### config.mk
export PLATFORM = sky130hd
export DESIGN_NAME = wino_front
export DESIGN_NICKNAME = d
export VERILOG_FILES = /design/src/hw/rtl/wino_pkg.sv /design/src/hw/rtl/wino_front.sv
export SDC_FILE = /design/constraint.sdc
export NUM_CORES = 2
export LEC_CHECK = 0
export BUFFER_PORTS_ARGS = -buffer_cell sky130_fd_sc_hd__buf_2
export CAP_MARGIN = 10
export CORE_MARGIN = 4
export CORE_UTILIZATION = 55
export DETAILED_ROUTE_END_ITERATION = 8
export GPL_TIMING_DRIVEN = 0
export PLACE_DENSITY = 0.89
export SETUP_SLACK_MARGIN = 0.02
export SYNTH_ARGS = -nofsm -noshare
export SYNTH_HDL_FRONTEND = slang
export SYNTH_SLANG_ARGS = --single-unit
### constraint.sdc
create_clock -name clk -period 5.9 [get_ports clk]
set_input_delay 0.295 -clock clk [delete_from_list [all_inputs] [get_ports clk]]
set_output_delay 0.295 -clock clk [all_outputs]
set_load 0.01 [all_outputs]
### src/hw/rtl/wino_pkg.sv
// ----------------------------------------------------------------------------
// wino_pkg
// Shared types and constants of the Winograd F(2x2,3x3) tile accumulator.
// ----------------------------------------------------------------------------
package wino_pkg;

    // Default sample/weight width and accumulator width
    localparam int DATA_WIDTH_DEF = 16;
    localparam int ACC_WIDTH_DEF  = 48;

    // Fixed result and bias width
    localparam int OUT_W = 32;

    // Depth of the queue between front and back
    localparam int QUEUE_DEPTH = 2;

    // Last tile row, on which the transforms fire, and first tile row
    localparam logic [1:0] LAST_ROW  = 2'd3;
    localparam logic [1:0] FIRST_ROW = 2'd0;

    // Configuration register indexes
    localparam logic [1:0] CFG_POST_OP      = 2'd0;
    localparam logic [1:0] CFG_RELU_CAP     = 2'd1;
    localparam logic [1:0] CFG_RESULT_SHIFT = 2'd2;

    // Post-op codes; the unused code acts as none
    localparam logic [1:0] POST_NONE = 2'd0;
    localparam logic [1:0] POST_RELU = 2'd1;
    localparam logic [1:0] POST_CAP  = 2'd2;

    // Configuration reset values
    localparam logic [1:0]  POST_OP_RST      = POST_NONE;
    localparam logic [30:0] RELU_CAP_RST     = 31'd6;
    localparam logic [4:0]  RESULT_SHIFT_RST = 5'd0;

    // Per-tile control carried with each transformed tile
    typedef struct packed {
        logic clear;   // zero the accumulator before adding this tile
        logic emit;    // produce a 2x2 result after adding this tile
    } ctl_t;

endpackage

### src/hw/rtl/wino_front.sv
// ----------------------------------------------------------------------------
// wino_front
// Accepts tile rows, holds rows 0 to 2, and on row 3 forms the input
// transform B^T d B and the scaled filter transform 4 G g G^T.
// ----------------------------------------------------------------------------
module wino_front
    import wino_pkg::*;
#(
    parameter int DATA_WIDTH = DATA_WIDTH_DEF
)
(
    input  logic                                  clk,
    input  logic                                  rst_n,
    input  logic                                  in_valid,
    output logic                                  in_stall,
    input  logic signed [DATA_WIDTH-1:0]          sample_a,
    input  logic signed [DATA_WIDTH-1:0]          sample_b,
    input  logic signed [DATA_WIDTH-1:0]          sample_c,
    input  logic signed [DATA_WIDTH-1:0]          sample_d,
    input  logic signed [DATA_WIDTH-1:0]          weight_a,
    input  logic signed [DATA_WIDTH-1:0]          weight_b,
    input  logic signed [DATA_WIDTH-1:0]          weight_c,
    input  logic signed [OUT_W-1:0]               bias,
    input  logic                                  start_sum,
    input  logic                                  end_sum,
    input  logic                                  q_full,
    output logic                                  push,
    output logic [15:0][DATA_WIDTH+1:0]           push_u,
    output logic [15:0][DATA_WIDTH+3:0]           push_w,
    output logic [OUT_W-1:0]                      push_bias,
    output ctl_t                                  push_ctl
);

    localparam int BW = DATA_WIDTH + 1;   // first input transform pass
    localparam int UW = DATA_WIDTH + 2;   // transformed input
    localparam int GW = DATA_WIDTH + 2;   // first filter transform pass
    localparam int WW = DATA_WIDTH + 4;   // transformed filter

    logic [1:0]                   row_reg;
    logic                         clear_pend_reg;
    logic signed [DATA_WIDTH-1:0] tile_reg [12];
    logic signed [DATA_WIDTH-1:0] wt_reg [9];

    logic                         accept;
    logic signed [DATA_WIDTH-1:0] d [16];
    logic signed [BW-1:0]         bd [16];
    logic signed [UW-1:0]         u [16];
    logic signed [GW-1:0]         gg [12];
    logic signed [WW-1:0]         w [16];

    // Hold row 3 while the queue has no room
    assign in_stall = (row_reg == LAST_ROW) && q_full;
    assign accept   = in_valid && !in_stall;

    // Advance the row counter and capture the clear request of row 0
    always_ff @(posedge clk or negedge rst_n)
    begin
        if (!rst_n)
        begin
            row_reg        <= FIRST_ROW;
            clear_pend_reg <= 1'b0;
        end
        else if (accept)
        begin
            row_reg <= row_reg + 2'd1;
            if (row_reg == FIRST_ROW)
            begin
                clear_pend_reg <= start_sum;
            end
        end
    end

    // Hold tile rows 0 to 2 and filter rows 0 to 2
    always_ff @(posedge clk)
    begin
        if (accept)
        begin
            for (int r = 0; r < 3; r++)
            begin
                if (row_reg == 2'(r))
                begin
                    tile_reg[r*4+0] <= sample_a;
                    tile_reg[r*4+1] <= sample_b;
                    tile_reg[r*4+2] <= sample_c;
                    tile_reg[r*4+3] <= sample_d;
                    wt_reg[r*3+0]   <= weight_a;
                    wt_reg[r*3+1]   <= weight_b;
                    wt_reg[r*3+2]   <= weight_c;
                end
            end
        end
    end

    // Input tile: stored rows plus the current row
    always_comb
    begin
        for (int i = 0; i < 12; i++)
        begin
            d[i] = tile_reg[i];
        end
        d[12] = sample_a;
        d[13] = sample_b;
        d[14] = sample_c;
        d[15] = sample_d;
    end

    // Input transform B^T d B, columns first then rows
    always_comb
    begin
        for (int i = 0; i < 4; i++)
        begin
            bd[i]    = BW'(d[i])   - BW'(d[8+i]);
            bd[4+i]  = BW'(d[4+i]) + BW'(d[8+i]);
            bd[8+i]  = BW'(d[8+i]) - BW'(d[4+i]);
            bd[12+i] = BW'(d[4+i]) - BW'(d[12+i]);
        end
        for (int i = 0; i < 4; i++)
        begin
            u[i*4+0] = UW'(bd[i*4+0]) - UW'(bd[i*4+2]);
            u[i*4+1] = UW'(bd[i*4+1]) + UW'(bd[i*4+2]);
            u[i*4+2] = UW'(bd[i*4+2]) - UW'(bd[i*4+1]);
            u[i*4+3] = UW'(bd[i*4+1]) - UW'(bd[i*4+3]);
        end
    end

    // Filter transform 4 G g G^T, exact in integers
    always_comb
    begin
        for (int i = 0; i < 3; i++)
        begin
            gg[i]   = GW'(wt_reg[i]) + GW'(wt_reg[i]);
            gg[3+i] = GW'(wt_reg[i]) + GW'(wt_reg[3+i]) + GW'(wt_reg[6+i]);
            gg[6+i] = GW'(wt_reg[i]) - GW'(wt_reg[3+i]) + GW'(wt_reg[6+i]);
            gg[9+i] = GW'(wt_reg[6+i]) + GW'(wt_reg[6+i]);
        end
        for (int i = 0; i < 4; i++)
        begin
            w[i*4+0] = WW'(gg[i*3]) + WW'(gg[i*3]);
            w[i*4+1] = WW'(gg[i*3]) + WW'(gg[i*3+1]) + WW'(gg[i*3+2]);
            w[i*4+2] = WW'(gg[i*3]) - WW'(gg[i*3+1]) + WW'(gg[i*3+2]);
            w[i*4+3] = WW'(gg[i*3+2]) + WW'(gg[i*3+2]);
        end
    end

    // Push one transformed tile per accepted row 3
    always_comb
    begin
        for (int i = 0; i < 16; i++)
        begin
            push_u[i] = u[i];
            push_w[i] = w[i];
        end
    end

    assign push           = accept && (row_reg == LAST_ROW);
    assign push_bias      = bias;
    assign push_ctl.clear = clear_pend_reg;
    assign push_ctl.emit  = end_sum;

endmodule

==> results.json <==
{
  "fin_nets": 8121,
  "cts-root-buf": "clkbuf_16",
  "fmax_mhz": 148,
  "num_vias": 50900,
  "clkLatencyLatePin_ns": 0.66,
  "syn_inst": 5766,
  "maxCapViolCount": 0,
  "grt_start_max_net_pins": 50,
  "first_iter_violations": 6206,
  "dieArea_um2": 97900,
  "fin_crit_ns": 6.75,
  "synthTopCellsByCount": "1119 x inv_1, 713 x ha_1, 422 x a21oi_1, 401 x nor2_1, 380 x xnor2_1",
  "boundaryPins": 794,
  "finalMaxSlewViolations": 0,
  "ys_types": 83,
  "cts_max_level": 2,
  "max_slew_margin_pct": 20.8,
  "clk_pin_slew_ns": 0.06,
  "dp_hpwl_um": 159000,
  "layout_setup_ws_ns": -0.851,
  "synthTopCellsByArea": "edfxtp_1 20%, ha_1 17%, fa_1 14%, inv_1 8.2%, xnor2_1 6.5%",
  "largest_reg_flops": 192,
  "cts_buffer_depth": 3,
  "rsz0062_at_grt": "true",
  "syn2layout_area_growth_pct": 27.1,
  "wl_um": 215000,
  "final.setup_skew_ns": 0.0277,
  "grt_pass1_wl_um": 292000,
  "cts_made_buffers": 46,
  "avgSynthCellArea_um2": 8.86,
  "dpl_worst_slack_ns": -0.896,
  "initial_core_util_pct": 55.6,
  "fp.dieH_um": 313,
  "worst_pin_slew_ns": 1.18,
  "cp.arrival_ns": 6.46,
  "drtPass1Iterations": 9,
  "grt_antenna_before_repair": 40,
  "yosysMostFrequentCell": "inv_1",
  "failed_checks": "negative setup slack",
  "ys_ff_latch": 339,
  "cts_tree": "yes",
  "grt_overflow_total": 0,
  "required_ns": 5.61,
  "ys.warnings.count": 0,
  "crit_path_start_kind": "flop",
  "grt_pass1_vias": 49400,
  "antenna_left": 0,
  "end_kind": "output pin",
  "status": "finished with violations",
  "place_congestion": 1.06,
  "synth_sequential_area_ratio_pct": 19.9,
  "syn_area_um2": 51100,
  "via_per_inst": 6.20,
  "layout-drive-gt1-share_pct": 28.0,
  "rows": 111,
  "drc": 0,
  "cts_sinks": 339,
  "ys_dominant_reg_cell": "edfxtp_1",
  "synth-edff-count": 336,
  "io_buffers": 744,
  "crit_type": "flop to output pin",
  "path_max_fanout": 4,
  "synthArstFlopShare_pct": 0.885,
  "detail_route.wl_per_cell_um": 26.2,
  "hold_class": "input port to flop",
  "yosys.area.top_type": "edfxtp_1",
  "timing.final.hold_violations": 0,
  "core_area_um2": 91900,
  "die_w_um": 313,
  "gr-usage-all-layers_pct": 39.0,
  "synth.top_cell.area_share_pct": 19.7,
  "period_share_pct": 114,
  "setup_violations": 48
}
==> cell families after synthesis <==
family                   count (synthesis)  share of synthesized area (%)
AO/OA/AOI/OAI                         1350                           17.2
other                                    1                        0.00734
AND/OR/NAND/NOR                       1037                           9.75
adder cells (fa/ha/maj)               1079                           31.8
multiplexers                             4                         0.0832
XOR/XNOR                               548                           9.39
flip-flops                             339                           19.9
buffers and inverters                 1408                           11.9
==> area by class of cell <==
cell class / count / area (um2)
Multi-Input combinational cell: 4034 / 38900
Fill cell: 6113 / 27000
Sequential cell: 339 / 10200
Timing Repair Buffer: 1080 / 6670
Inverter: 1119 / 4210
Buffer: 272 / 1830
Tap cell: 1243 / 1560
Clock buffer: 50 / 1190
Clock inverter: 31 / 363
Antenna cell: 33 / 82.6
==> through the flow <==
stage               setup TNS (ns)  cells  hold WS, ns  area, um2  utilization [%]
floorplan                        0   5781    -0.000591      51200                -
global placement           -213.14   7768       0.0905      56400             61.4
detailed placement          -12.75   7775       0.0934      56600             61.6
CTS                          -2.75   8097        0.117      62500             68.0
global route                -26.49   8182        0.172      64900             70.6
finish                      -22.92   8201        0.140      65000             70.7
==> cells in the final DEF, fill, tap and decap left out, types with 21 or more instances in the layout <==
| master | n |
|---|---|
| diode_2 | 33 |
| o21a_1 | 80 |
| o21ai_2 | 32 |
| xor2_2 | 28 |
| inv_2 | 58 |
| edfxtp_1 | 336 |
| a211oi_1 | 42 |
| dlygate4sd3_1 | 115 |
| or2_2 | 35 |
| o31a_1 | 24 |
| o21bai_1 | 54 |
| nand3_1 | 48 |
| buf_2 | 747 |
| fa_2 | 26 |
| nor2_1 | 382 |
| ha_4 | 73 |
| nand2_1 | 145 |
| a21oi_1 | 335 |
| buf_4 | 420 |
| xnor2_2 | 73 |
| o211ai_1 | 21 |
| o31ai_1 | 27 |
| clkbuf_1 | 47 |
| clkbuf_16 | 47 |
| a21o_1 | 163 |
| inv_1 | 1057 |
| xnor2_1 | 296 |
| nor3_1 | 75 |
| o21ai_0 | 167 |
| xor2_1 | 136 |
| a31oi_1 | 26 |
| fa_1 | 340 |
| o21ai_1 | 38 |
| nor2b_1 | 75 |
| ha_1 | 620 |
| a21oi_2 | 72 |
| nand2b_1 | 74 |
==> repair_timing <==
item / in CTS / in global routing
setup buffers: 131 / 85
hold buffers: 115 / 0
pin swaps: 196 / 196
endpoints found under the hold margin: 340 / 0
gates resized for setup: 479 / 333
setup endpoints to repair: 125 / 105
==> worst paths after layout <==
check / cells past startpoint / endpoint / startpoint / slack [ns]
max: 25 / push_w[198] / wt_reg[0][19] / -0.85
min: 3 / row_reg[0] / in_valid / 0.14
max reg2reg: 5 / tile_reg[1][19] / row_reg[0] / 3.18
min reg2reg: 1 / clear_pend_reg / clear_pend_reg / 0.53
max in group asynchronous: 3 / row_reg[0] / rst_n / 5.18
min in group asynchronous: 3 / row_reg[1] / rst_n / 0.56
==> layer usage <==
metal  vias to the layer above  routed length (um)  GRT usage (%)
met5                         -                 280              0
met3                      1440               27800           9.75
li1                      21400                   -              -
met4                        30               22300           28.7
met1                     23900               69100           44.1
met2                      4094               95500           64.3
==> worst max-delay path, cell delays in order (launching register included) <==
cell      delay [ns]
edfxtp_1        0.43
inv_2           0.15
fa_1            0.48
ha_2            0.41
o21ai_1         0.11
o21bai_1        0.28
a21bo_2         0.22
a31o_2          0.38
a21oi_4         0.12
a21oi_1         0.25
xor2_1          0.31
inv_1           0.10
ha_1            0.29
inv_1           0.06
ha_1            0.20
or2_2           0.33
ha_4            0.26
a21o_1          0.15
a21o_1          0.16
a21oi_2         0.19
o21a_1          0.15
o21ai_1         0.06
a21o_1          0.19
a21oi_2         0.16
xnor2_1         0.16
buf_2           0.17
Power is left out: the tool's default activity adds up to more than one toggle a clock period on the data nets, which glitch-free logic cannot reach.
