**src/hw/rtl/wino_pkg.sv**
```systemverilog
// ----------------------------------------------------------------------------
// wino_pkg
// Shared types and constants of the Winograd F(2x2,3x3) tile accumulator.
// ----------------------------------------------------------------------------
package wino_pkg;

    // Default sample/weight width and accumulator width
    localparam int DATA_WIDTH_DEF = 16;
    localparam int ACC_WIDTH_DEF  = 48;

    // Fixed result and bias width
    localparam int OUT_W = 32;

    // Depth of the queue between front and back
    localparam int QUEUE_DEPTH = 2;

    // Last tile row, on which the transforms fire, and first tile row
    localparam logic [1:0] LAST_ROW  = 2'd3;
    localparam logic [1:0] FIRST_ROW = 2'd0;

    // Configuration register indexes
    localparam logic [1:0] CFG_POST_OP      = 2'd0;
    localparam logic [1:0] CFG_RELU_CAP     = 2'd1;
    localparam logic [1:0] CFG_RESULT_SHIFT = 2'd2;

    // Post-op codes; the unused code acts as none
    localparam logic [1:0] POST_NONE = 2'd0;
    localparam logic [1:0] POST_RELU = 2'd1;
    localparam logic [1:0] POST_CAP  = 2'd2;

    // Configuration reset values
    localparam logic [1:0]  POST_OP_RST      = POST_NONE;
    localparam logic [30:0] RELU_CAP_RST     = 31'd6;
    localparam logic [4:0]  RESULT_SHIFT_RST = 5'd0;

    // Per-tile control carried with each transformed tile
    typedef struct packed {
        logic clear;   // zero the accumulator before adding this tile
        logic emit;    // produce a 2x2 result after adding this tile
    } ctl_t;

endpackage

```
**src/hw/rtl/wino_queue.sv**
```systemverilog
// ----------------------------------------------------------------------------
// wino_queue
// Short first-in first-out queue of transformed tiles between the front
// and the multiply-accumulate back end.
// ----------------------------------------------------------------------------
module wino_queue
    import wino_pkg::*;
#(
    parameter int WIDTH = 8
)
(
    input  logic             clk,
    input  logic             rst_n,
    input  logic             push,
    input  logic [WIDTH-1:0] push_data,
    output logic             full,
    input  logic             pop,
    output logic             pop_valid,
    output logic [WIDTH-1:0] pop_data
);

    localparam int PTR_W = (QUEUE_DEPTH > 1) ? $clog2(QUEUE_DEPTH) : 1;
    localparam int CNT_W = $clog2(QUEUE_DEPTH + 1);

    logic [WIDTH-1:0] entry_reg [QUEUE_DEPTH];
    logic [PTR_W-1:0] wr_ptr_reg;
    logic [PTR_W-1:0] rd_ptr_reg;
    logic [CNT_W-1:0] count_reg;

    assign full      = (count_reg == CNT_W'(QUEUE_DEPTH));
    assign pop_valid = (count_reg != '0);
    assign pop_data  = entry_reg[rd_ptr_reg];

    // Advance pointers and fill count
    always_ff @(posedge clk or negedge rst_n)
    begin
        if (!rst_n)
        begin
            wr_ptr_reg <= '0;
            rd_ptr_reg <= '0;
            count_reg  <= '0;
        end
        else
        begin
            if (push)
            begin
                wr_ptr_reg <= (wr_ptr_reg == PTR_W'(QUEUE_DEPTH - 1)) ? '0 : wr_ptr_reg + 1'b1;
            end
            if (pop)
            begin
                rd_ptr_reg <= (rd_ptr_reg == PTR_W'(QUEUE_DEPTH - 1)) ? '0 : rd_ptr_reg + 1'b1;
            end
            if (push && !pop)
            begin
                count_reg <= count_reg + 1'b1;
            end
            else if (pop && !push)
            begin
                count_reg <= count_reg - 1'b1;
            end
        end
    end

    // Store the pushed beat
    always_ff @(posedge clk)
    begin
        if (push)
        begin
            entry_reg[wr_ptr_reg] <= push_data;
        end
    end

endmodule

```
**config.mk**
```make
export PLATFORM = sky130hd
export DESIGN_NAME = wino_queue
export DESIGN_NICKNAME = d
export VERILOG_FILES = /design/src/hw/rtl/wino_pkg.sv /design/src/hw/rtl/wino_queue.sv
export SDC_FILE = /design/constraint.sdc
export NUM_CORES = 1
export LEC_CHECK = 0
export BUFFER_PORTS_ARGS = -buffer_cell sky130_fd_sc_hd__buf_2
export CAP_MARGIN = 20
export CORE_MARGIN = 2
export CORE_UTILIZATION = 30
export CTS_BUF_LIST = sky130_fd_sc_hd__clkbuf_4
export CTS_CLUSTER_SIZE = 14
export DETAILED_ROUTE_END_ITERATION = 10
export HOLD_SLACK_MARGIN = 0.05
export PLACE_DENSITY = 0.48
export SLEW_MARGIN = 20
export SYNTH_ARGS = -nofsm -noshare
export SYNTH_HDL_FRONTEND = slang
export SYNTH_SLANG_ARGS = --single-unit
export TNS_END_PERCENT = 10
```
**constraint.sdc**
```tcl
create_clock -name clk -period 1.7 [get_ports clk]
set_clock_uncertainty 0.05 [all_clocks]
set_input_delay 0.17 -clock clk [delete_from_list [all_inputs] [get_ports clk]]
set_output_delay 0.17 -clock clk [all_outputs]
set_load 0.01 [all_outputs]
```
==> impl_metrics.env, run 1 <==
export IMPL_cp_data_required_time_ns=1.48
export IMPL_seqCellArea_um2=582
export IMPL_io_pins=22
export IMPL_synth_edff_count=16
export IMPL_avgViaCountPerCell=4.04
export IMPL_yosys_area_top_type="edfxtp_1"
export IMPL_synth_compound_area_share_pct=0
export IMPL_cts_tree="built"
export IMPL_ff2ff_setup_slack_ns=0.55
export IMPL_wire_per_inst_um=11.5
export IMPL_syn_inst=41
export IMPL_cts_root_buf="clkbuf_4"
export IMPL_grt_use_total_pct=9.45
export IMPL_synth_common_cells="16 x edfxtp_1, 8 x mux2_2, 4 x dfrtp_1, 4 x xor2_1"
export IMPL_synth_nets=54
export IMPL_fin_tns_setup_ns=0
export IMPL_yosysWarnings=0
export IMPL_synth_ff_latch_count=20
export IMPL_finalSetupViolations=0
export IMPL_drv_cap=0
export IMPL_synth_mux_area_share_pct=11.7
export IMPL_synth_most_common_cell="edfxtp_1"
export IMPL_io_buffers=21
export IMPL_synth_distinct_cells=13
export IMPL_overflow=0
export IMPL_first_pass_iters=1
export IMPL_clk_latency_ns=0.29
export IMPL_cp_max_fo=9
export IMPL_path_class="reg2out"
export IMPL_fin_area_um2=1050
export IMPL_syn_avg_cell_area_um2=18.9
export IMPL_grt_pass1_wl_um=1900
export IMPL_synth_flop_cell="edfxtp_1"
export IMPL_die_area_um2=3000
export IMPL_vdd_drop_max_mv=0.662
export IMPL_grt_max_degree=12
export IMPL_outcome="complete, no violations"
export IMPL_synth_fa_ha_area_share_pct=1.62
export IMPL_fin_crit_ns=1.52
export IMPL_synthSimpleGateAreaFrac_pct=4.05
export IMPL_rsz0062_at_grt="no"
export IMPL_area_growth_pct=35.8
export IMPL_die_w_um=54.8
export IMPL_hpwl_um=843
export IMPL_post_dp_cell_area_um2=912
export IMPL_drt_wl_total_um=1230
export IMPL_power_leakage_nw=0.425
export IMPL_yosys_area_top_type_share_pct=62.1
export IMPL_arrival_ns=1.30
export IMPL_max_freq_mhz=658
export IMPL_grt_pass1_vias=431
export IMPL_initial_utilization_pct=31.5
export IMPL_cts_buffer_depth=2
export IMPL_gp_congestion=0.579
export IMPL_largest_reg_flops=16
export IMPL_cts_clk_slew_worst_paths_ns=0.11
export IMPL_num_antenna_cells=0
export IMPL_synth_top_family_by_area="multiplexers"
export IMPL_end_kind="primary output"
export IMPL_hold_viol_final=0
export IMPL_yosysSeqAreaShare_pct=75.1
export IMPL_hold_class="in2async"
export IMPL_synth_area_um2=773
export IMPL_multiInputGateArea_um2=178
export IMPL_worst_slew_pin_slew_ns=0.394
export IMPL_cts_sinks=20
export IMPL_post_cts_buffers=0
export IMPL_ys_async_sr_fraction_pct=20.0
export IMPL_slew_headroom_pct=73.7
export IMPL_num_vias=432
export IMPL_rows=18
export IMPL_synth_area_leaders="edfxtp_1 62%, dfrtp_1 13%, mux2_2 12%, xor2_1 4.5%, ha_1 1.6%"
export IMPL_start_kind="register"
export IMPL_final_antenna_net_count=0
export IMPL_synth_xor_area_share_pct=5.66
export IMPL_layout_drive_gt1_share_pct=46.8
export IMPL_drtIter0Drc=0
export IMPL_drc_errors=0
export IMPL_maxSlewViolCount=0
export IMPL_htree_levels=1
export IMPL_cts_buffers=3
export IMPL_fill_cells=237
export IMPL_grt_antenna_before_repair=0
export IMPL_fin_nets=91
export IMPL_core_area_um2=2450
export IMPL_fin_crit_sh_pct=89.4
export IMPL_p_per_area_nw_per_um2=1340
export IMPL_die_y_um=54.8
-- area by class of cell --
class / instances / area share, %
flip-flops and latches: 20 / 55.4
repair buffers: 33 / 21.2
multi-input cells: 19 / 16.9
well taps: 30 / 3.58
clock buffers: 3 / 2.15
clock inverters: 1 / 0.358
inverters: 1 / 0.358
-- where the power goes --
group	internal [mW]	switching, mW
logic	0.244	0.185
clock network	0.0853	0.136
registers	0.667	0.0909
-- critical path, stage by stage (launching register included) --
cell and delay [ns]:
dfrtp_2 0.51, mux2_2 0.36, buf_2 0.14
-- layout by cell type, fill, tap and decap left out --
master / count
buf_2: 21
edfxtp_1: 16
dlygate4sd3_1: 11
mux2_2: 8
xor2_1: 4
clkbuf_4: 3
dfrtp_1: 3
or2_2: 1
and2b_2: 1
and2_1: 1
nor2b_1: 1
xnor2_1: 1
nor2_1: 1
inv_1: 1
ha_1: 1
clkinv_1: 1
buf_4: 1
dfrtp_2: 1
-- per-layer routing --
layer / track usage [%] / vias to the layer above / part of all wire, %
met5: 0 / - / 0
li1: - / 217 / -
met1: 10.6 / 204 / 43
met2: 15.7 / 11 / 52
met4: 6.25 / 0 / 0
met3: 2.46 / 0 / 4.9
-- what timing repair did --
action                     CTS  global route
gates resized for setup      0             1
hold buffers                11             0
setup endpoints to repair    0             8
hold endpoints to repair    22             0
-- kinds of logic after synthesis --
family,after synthesis
muxes,8
and+or+nand+nor,5
adders and majority gates,1
buffers and inverters,2
xor gates and xnor gates,5
DFF,20
-- through the flow --
| stage | util (%) | cells | hold slack (ns) | power (mW) | setup slack (ns) |
|---|---|---|---|---|---|
| final | 42.8 | 107 | 0.149 | 1.41 | 0.181 |
| after global routing | 42.8 | 107 | 0.165 | 1.51 | 0.0953 |
| after CTS | 42.7 | 107 | 0.138 | 1.44 | 0.0243 |
| after detailed placement | 37.2 | 92 | -0.0630 | 1.19 | 0.371 |
| after global placement | 37.2 | 92 | -0.0645 | 1.19 | 0.385 |
| after floorplan | - | 41 | -0.176 | 1.04 | 0.488 |
-- final timing paths --
| check | end | startpoint | cells after the start |
|---|---|---|---|
| max | pop_data[0] | rd_ptr_reg$_DFFE_PN0P_ | 2 |
| min | wr_ptr_reg$_DFFE_PN0P_ | rst_n | 2 |
| max reg2reg | entry_reg[1][7]$_DFFE_PP_ | wr_ptr_reg$_DFFE_PN0P_ | 1 |
| min reg2reg | count_reg[1]$_DFFE_PN0P_ | count_reg[1]$_DFFE_PN0P_ | 1 |
| max in group asynchronous | rd_ptr_reg$_DFFE_PN0P_ | rst_n | 2 |
| min in group clk | count_reg[1]$_DFFE_PN0P_ | count_reg[1]$_DFFE_PN0P_ | 1 |
(Power assumes the default switching activity.)
==> run 2: changes to the inputs <==
==> constraint.sdc (replaced) <==
create_clock -name clk -period 1.5 [get_ports clk]
set_clock_uncertainty 0.05 [all_clocks]
set_input_delay 0.15 -clock clk [delete_from_list [all_inputs] [get_ports clk]]
set_output_delay 0.15 -clock clk [all_outputs]
set_load 0.01 [all_outputs]
==> run 2 against run 1 <==
Against the previous run:
- hold slack lost 0.023 ns
- register-to-register slack worse by 0.20 ns
- cell count is 0.93% higher
- utilization rose by 0.31 points
- power up 15%
- critical path depth did not move
- wire length fell by 2.7%
- sequential share of layout area is 0.39 points lower
- via count grew 0.46%
- clock power grew 12%
==> impl_metrics.env, run 2 (synthesis gave the netlist of run 1 again) <==
export IMPL_ff2ff_setup_slack_ns=0.35
export IMPL_avgViaCountPerCell=4.02
export IMPL_cp_max_fo=9
export IMPL_fin_crit_sh_pct=99.0
export IMPL_num_vias=434
export IMPL_layout_drive_gt1_share_pct=47.4
export IMPL_gp_congestion=0.579
export IMPL_max_freq_mhz=673
export IMPL_cts_buffer_depth=2
export IMPL_grt_antenna_before_repair=0
export IMPL_num_antenna_cells=0
export IMPL_timing_rr_end="entry_reg[1][0]$_DFFE_PP_"
export IMPL_drt_wl_total_um=1200
export IMPL_io_buffers=21
export IMPL_path_class="reg2out"
export IMPL_drv_cap=0
export IMPL_multiInputGateArea_um2=178
export IMPL_fin_area_um2=1060
export IMPL_dpl_cell_count=92
export IMPL_max_stage_delay_ns=0.50
export IMPL_end_kind="primary output"
export IMPL_rows=18
export IMPL_post_dp_cell_area_um2=912
export IMPL_maxSlewViolCount=0
export IMPL_first_pass_iters=1
export IMPL_area_growth_pct=36.7
export IMPL_die_area_um2=3000
export IMPL_worst_slew_pin_slew_ns=0.396
export IMPL_p_per_area_nw_per_um2=1530
export IMPL_outcome="complete, no violations"
export IMPL_fin_cells=108
export IMPL_clk_latency_ns=0.29
export IMPL_seqCellArea_um2=582
export IMPL_cts_clk_slew_worst_paths_ns=0.11
export IMPL_wire_per_inst_um=11.1
export IMPL_slew_headroom_pct=73.6
export IMPL_final_cell_mix="21 x buf_2, 16 x edfxtp_1, 11 x dlygate4sd3_1"
export IMPL_overflow=0
export IMPL_hpwl_um=827
export IMPL_drc_errors=0
export IMPL_finalSetupViolations=0
export IMPL_rr_startpoint="wr_ptr_reg$_DFFE_PN0P_"
export IMPL_power_leakage_nw=0.429
export IMPL_vdd_drop_max_mv=0.719
export IMPL_arrival_ns=1.29
export IMPL_htree_levels=1
export IMPL_grt_pass1_vias=414
export IMPL_final_antenna_net_count=0
export IMPL_io_pins=22
export IMPL_worst_path_max_delay_cell="dfrtp_2"
export IMPL_die_w_um=54.8
export IMPL_cts_sinks=20
export IMPL_rsz0062_at_grt="yes"
export IMPL_fill_cells=236
export IMPL_layout_commonest_cell="buf_2"
export IMPL_cts_tree="built"
export IMPL_crit_start="rd_ptr_reg$_DFFE_PN0P_"
export IMPL_start_kind="register"
export IMPL_initial_utilization_pct=31.5
export IMPL_r2r_cells=1
export IMPL_grt_max_degree=12
export IMPL_hold_class="in2async"
export IMPL_fin_crit_ns=1.49
export IMPL_drtIter0Drc=0
export IMPL_cp_data_required_time_ns=1.30
export IMPL_cts_buffers=3
export IMPL_grt_pass1_wl_um=1820
export IMPL_core_area_um2=2450
export IMPL_crit_chain="mux2_2 > buf_2"
export IMPL_cpLargestDelayFamily="flip-flops"
export IMPL_fin_nets=92
export IMPL_cp_num_buf_inv=1
export IMPL_hold_viol_final=0
export IMPL_grt_use_total_pct=9.11
export IMPL_cts_root_buf="clkbuf_4"
export IMPL_cp_endpoint="pop_data[7]"
export IMPL_crit_cells=2
export IMPL_die_y_um=54.8
export IMPL_largest_reg_flops=16
run 2: area by class of cell:
cell class              count  area share [%]
well taps                  30            3.55
inverters                   1           0.355
flip-flops and latches     20            55.0
repair buffers             34            21.8
clock buffers               3            2.13
multi-input cells          19            16.8
clock inverters             1           0.355
run 2: routing by layer:
layer / up-vias / global-route usage [%] / routed length [µm]
met5: - / 0 / 0
met1: 202 / 9.72 / 524
li1: 221 / - / -
met4: 0 / 2.50 / 0
met2: 11 / 15.5 / 624
met3: 0 / 4.92 / 51
run 2: what timing repair did:
item / 4_1_cts / 5_1_grt
endpoints found under the setup margin: 8 / 8
setup buffers: 1 / 0
gates resized for setup: 1 / 0
hold endpoints to repair: 22 / 0
hold buffers: 11 / 0
run 2: report_power, final:
part | total, mW | switching (mW) | internal (mW)
Combinational | 0.509 | 0.216 | 0.293
Clock | 0.249 | 0.153 | 0.0967
Sequential | 0.855 | 0.0985 | 0.757
run 2: per-stage QoR:
step           setup WS [ns]  utilization, %  setup TNS, ns  hold WS, ns  total power, mW
6_report              0.0146            43.1              0        0.126             1.61
3_5_place_dp           0.188            37.2              0      -0.0820             1.35
2_1_floorplan          0.288               -              0       -0.196             1.18
5_1_grt              -0.0576            43.1         -0.379        0.135             1.73
4_1_cts              -0.0202            43.1        -0.0834        0.117             1.65
3_3_place_gp           0.205            37.2              0      -0.0845             1.34
run 2: worst min path at each step:
stage	cells after the start	start	slack, ns	endpoint
2_1_floorplan	0	rst_n	-0.20	count_reg[0]$_DFFE_PN0P_
3_3_place_gp	1	rst_n	-0.08	count_reg[1]$_DFFE_PN0P_
3_5_place_dp	1	rst_n	-0.08	count_reg[1]$_DFFE_PN0P_
4_1_cts	2	rst_n	0.12	count_reg[1]$_DFFE_PN0P_
5_1_grt	2	rst_n	0.13	count_reg[1]$_DFFE_PN0P_
6_report	2	rst_n	0.13	count_reg[1]$_DFFE_PN0P_
==> run 3: changes to the inputs <==
--- a/config.mk
+++ b/config.mk
@@ -5,6 +5,7 @@
 export SDC_FILE = /design/constraint.sdc
 export NUM_CORES = 1
 export LEC_CHECK = 0
+export ABC_AREA = 1
 export BUFFER_PORTS_ARGS = -buffer_cell sky130_fd_sc_hd__buf_2
 export CAP_MARGIN = 20
 export CORE_MARGIN = 2
@@ -12,6 +13,7 @@
 export CTS_BUF_LIST = sky130_fd_sc_hd__clkbuf_4
 export CTS_CLUSTER_SIZE = 14
 export DETAILED_ROUTE_END_ITERATION = 10
+export GPL_TIMING_DRIVEN = 0
 export HOLD_SLACK_MARGIN = 0.05
 export PLACE_DENSITY = 0.48
 export SLEW_MARGIN = 20
==> run 3 against run 2 <==
Against the previous run:
- synthesized cell count grew 22%
- critical path depth increased by 1
- combinational power is 25% higher
- area after synthesis is 5.8% higher
- via count rose by 13%
- critical path type unchanged
==> impl_metrics.env, run 3 <==
export IMPL_cts_clk_slew_worst_paths_ns=0.10
export IMPL_synth_flop_cell="edfxtp_1"
export IMPL_syn_avg_cell_area_um2=16.4
export IMPL_avgViaCountPerCell=4.23
export IMPL_cpLargestDelayFamily="flip-flops"
export IMPL_worst_path_max_delay_cell="dfrtp_1"
export IMPL_holdWs_ns=0.125
export IMPL_io_buffers=21
export IMPL_cp_data_required_time_ns=1.30
export IMPL_grtUsageMet3_pct=4.88
export IMPL_worst_slack_ns=0.0280
export IMPL_rows=18
export IMPL_clk_latency_ns=0.29
export IMPL_drt_wl_total_um=1230
export IMPL_gp_congestion=0.619
export IMPL_die_w_um=56.2
export IMPL_grt_pass1_vias=482
export IMPL_io_pins=22
export IMPL_area_growth_pct=34.4
export IMPL_synth_nets=63
export IMPL_outcome="complete, no violations"
export IMPL_grt_antenna_before_repair=0
export IMPL_grt_use_total_pct=8.62
export IMPL_post_dp_cell_area_um2=961
export IMPL_max_freq_mhz=679
export IMPL_core_area_um2=2520
export IMPL_hold_class="in2async"
export IMPL_synth_area_leaders="edfxtp_1 59%, mux2_4 15%, dfrtp_1 12%, inv_1 3.2%, nand2_1 2.8%"
export IMPL_synth_edff_count=16
export IMPL_synth_ff_latch_count=20
export IMPL_vdd_drop_max_mv=0.835
export IMPL_hpwl_um=826
export IMPL_power_mw=1.70
export IMPL_die_y_um=56.2
export IMPL_path_class="reg2out"
export IMPL_drtIter0Drc=5
export IMPL_hold_viol_final=0
export IMPL_rsz0062_at_grt="yes"
export IMPL_crit_chain="buf_6 > mux2_4 > buf_2"
export IMPL_p_per_area_nw_per_um2=1540
export IMPL_grt_max_degree=12
export IMPL_cts_buffer_depth=2
export IMPL_arrival_ns=1.27
export IMPL_yosys_area_top_type_share_pct=58.7
export IMPL_cts_buffers=3
export IMPL_layout_drive_gt1_share_pct=39.5
export IMPL_ys_async_sr_fraction_pct=20.0
export IMPL_met1_usage_pct=8.69
export IMPL_final_antenna_net_count=0
export IMPL_overflow=0
export IMPL_slew_headroom_pct=68.3
export IMPL_yosys_area_top_type="edfxtp_1"
export IMPL_fin_nets=100
export IMPL_yosysSeqAreaShare_pct=70.9
export IMPL_initial_utilization_pct=32.4
export IMPL_synth_distinct_cells=12
export IMPL_num_vias=491
export IMPL_cp_max_fo=9
export IMPL_dpl_cell_count=101
export IMPL_num_antenna_cells=0
export IMPL_drv_cap=0
export IMPL_cts_sinks=20
export IMPL_synth_common_cells="16 x edfxtp_1, 8 x mux2_4, 7 x inv_1, 6 x nand2_1, 4 x dfrtp_1"
export IMPL_dp_slack_ns=0.0541
export IMPL_post_cts_buffers=0
export IMPL_wire_per_inst_um=10.6
export IMPL_htree_levels=1
export IMPL_final_cell_mix="21 x buf_2, 16 x edfxtp_1, 11 x dlygate4sd3_1"
export IMPL_fin_cells=116
export IMPL_fin_tns_setup_ns=0
export IMPL_cts_tree="built"
export IMPL_finalSetupViolations=0
export IMPL_synth_most_common_cell="edfxtp_1"
export IMPL_cp_num_buf_inv=2
export IMPL_fin_area_um2=1100
export IMPL_final_util_pct=43.6
export IMPL_fin_crit_ns=1.47
export IMPL_grt_busiest_layer="met2"
export IMPL_synth_area_um2=818
export IMPL_layout_commonest_cell="buf_2"
export IMPL_largest_reg_flops=16
export IMPL_fin_crit_sh_pct=98.1
export IMPL_grt_pass1_wl_um=1990
export IMPL_start_kind="register"
export IMPL_maxSlewViolCount=0
export IMPL_worst_slew_pin_slew_ns=0.475
export IMPL_syn_inst=50
export IMPL_end_kind="primary output"
export IMPL_max_stage_delay_ns=0.39
export IMPL_power_leakage_nw=0.491
export IMPL_first_pass_iters=3
export IMPL_met2_usage_pct=15.3
export IMPL_yosysWarnings=0
export IMPL_cts_root_buf="clkbuf_4"
export IMPL_die_area_um2=3160
export IMPL_drc_errors=0
==> run 3: cell types whose count changed after synthesis, sizes merged <==
cell / delta
or2: -1
xor2: -2
nand4: +1
and2b: -1
nand2: +6
nor2: +1
nor2b: -1
inv: +6
nand3: +1
and2: -1
==> run 3: cell families (layout without fill, tap and decap cells) <==
family                   after synthesis  count (layout)  synth area share, %
XOR/XNOR                               3               3                 3.21
adder cells (fa/ha/maj)                1               1                 1.53
buffers and inverters                  8              44                 4.59
flip-flops                            20              20                 70.9
multiplexers                           8               8                 14.7
AND/OR/NAND/NOR                       10              10                 5.05
==> run 3: path summary, 6_finish.rpt <==
| check | start | endpoint | slack (ns) | cells past startpoint |
|---|---|---|---|---|
| worst max-delay path | rd_ptr_reg$_DFFE_PN0P_ | pop_data[5] | 0.03 | 3 |
| worst min-delay path | rst_n | count_reg[0]$_DFFE_PN0P_ | 0.12 | 2 |
| worst max register to register | wr_ptr_reg$_DFFE_PN0P_ | entry_reg[0][7]$_DFFE_PP_ | 0.26 | 1 |
| worst min register to register | count_reg[1]$_DFFE_PN0P_ | count_reg[1]$_DFFE_PN0P_ | 0.44 | 2 |
| max in group asynchronous | rst_n | count_reg[1]$_DFFE_PN0P_ | 1.15 | 2 |
| min in group clk | push | count_reg[0]$_DFFE_PN0P_ | 0.17 | 3 |
==> run 3: final cells by class <==
type,count,area (µm²)
well taps,30,37.5
multi-input cells,22,203
flip-flops and latches,20,581
plain buffers,1,11.3
fillers,247,1420
inverters,7,26.3
repair buffers,32,215
clock inverters,1,3.75
clock buffers,3,22.5
==> run 3: layer usage <==
metal | part of all wire, % | wire [µm]
met1 | 41 | 508
met2 | 51 | 626
met3 | 6.5 | 80
met4 | 0.82 | 10
met5 | 0 | 0
==> run 3: what timing repair did <==
action                                 in CTS  in global routing
endpoints found under the hold margin      22                  0
setup endpoints to repair                   0                 16
hold buffers                               11                  0
resized for setup                           0                  1
==> run 3: where the power goes <==
group | switching, mW | leakage (nW) | internal (mW)
Clock | 0.150 | 0.0154 | 0.0968
Sequential | 0.0601 | 0.197 | 0.753
Combinational | 0.299 | 0.279 | 0.338
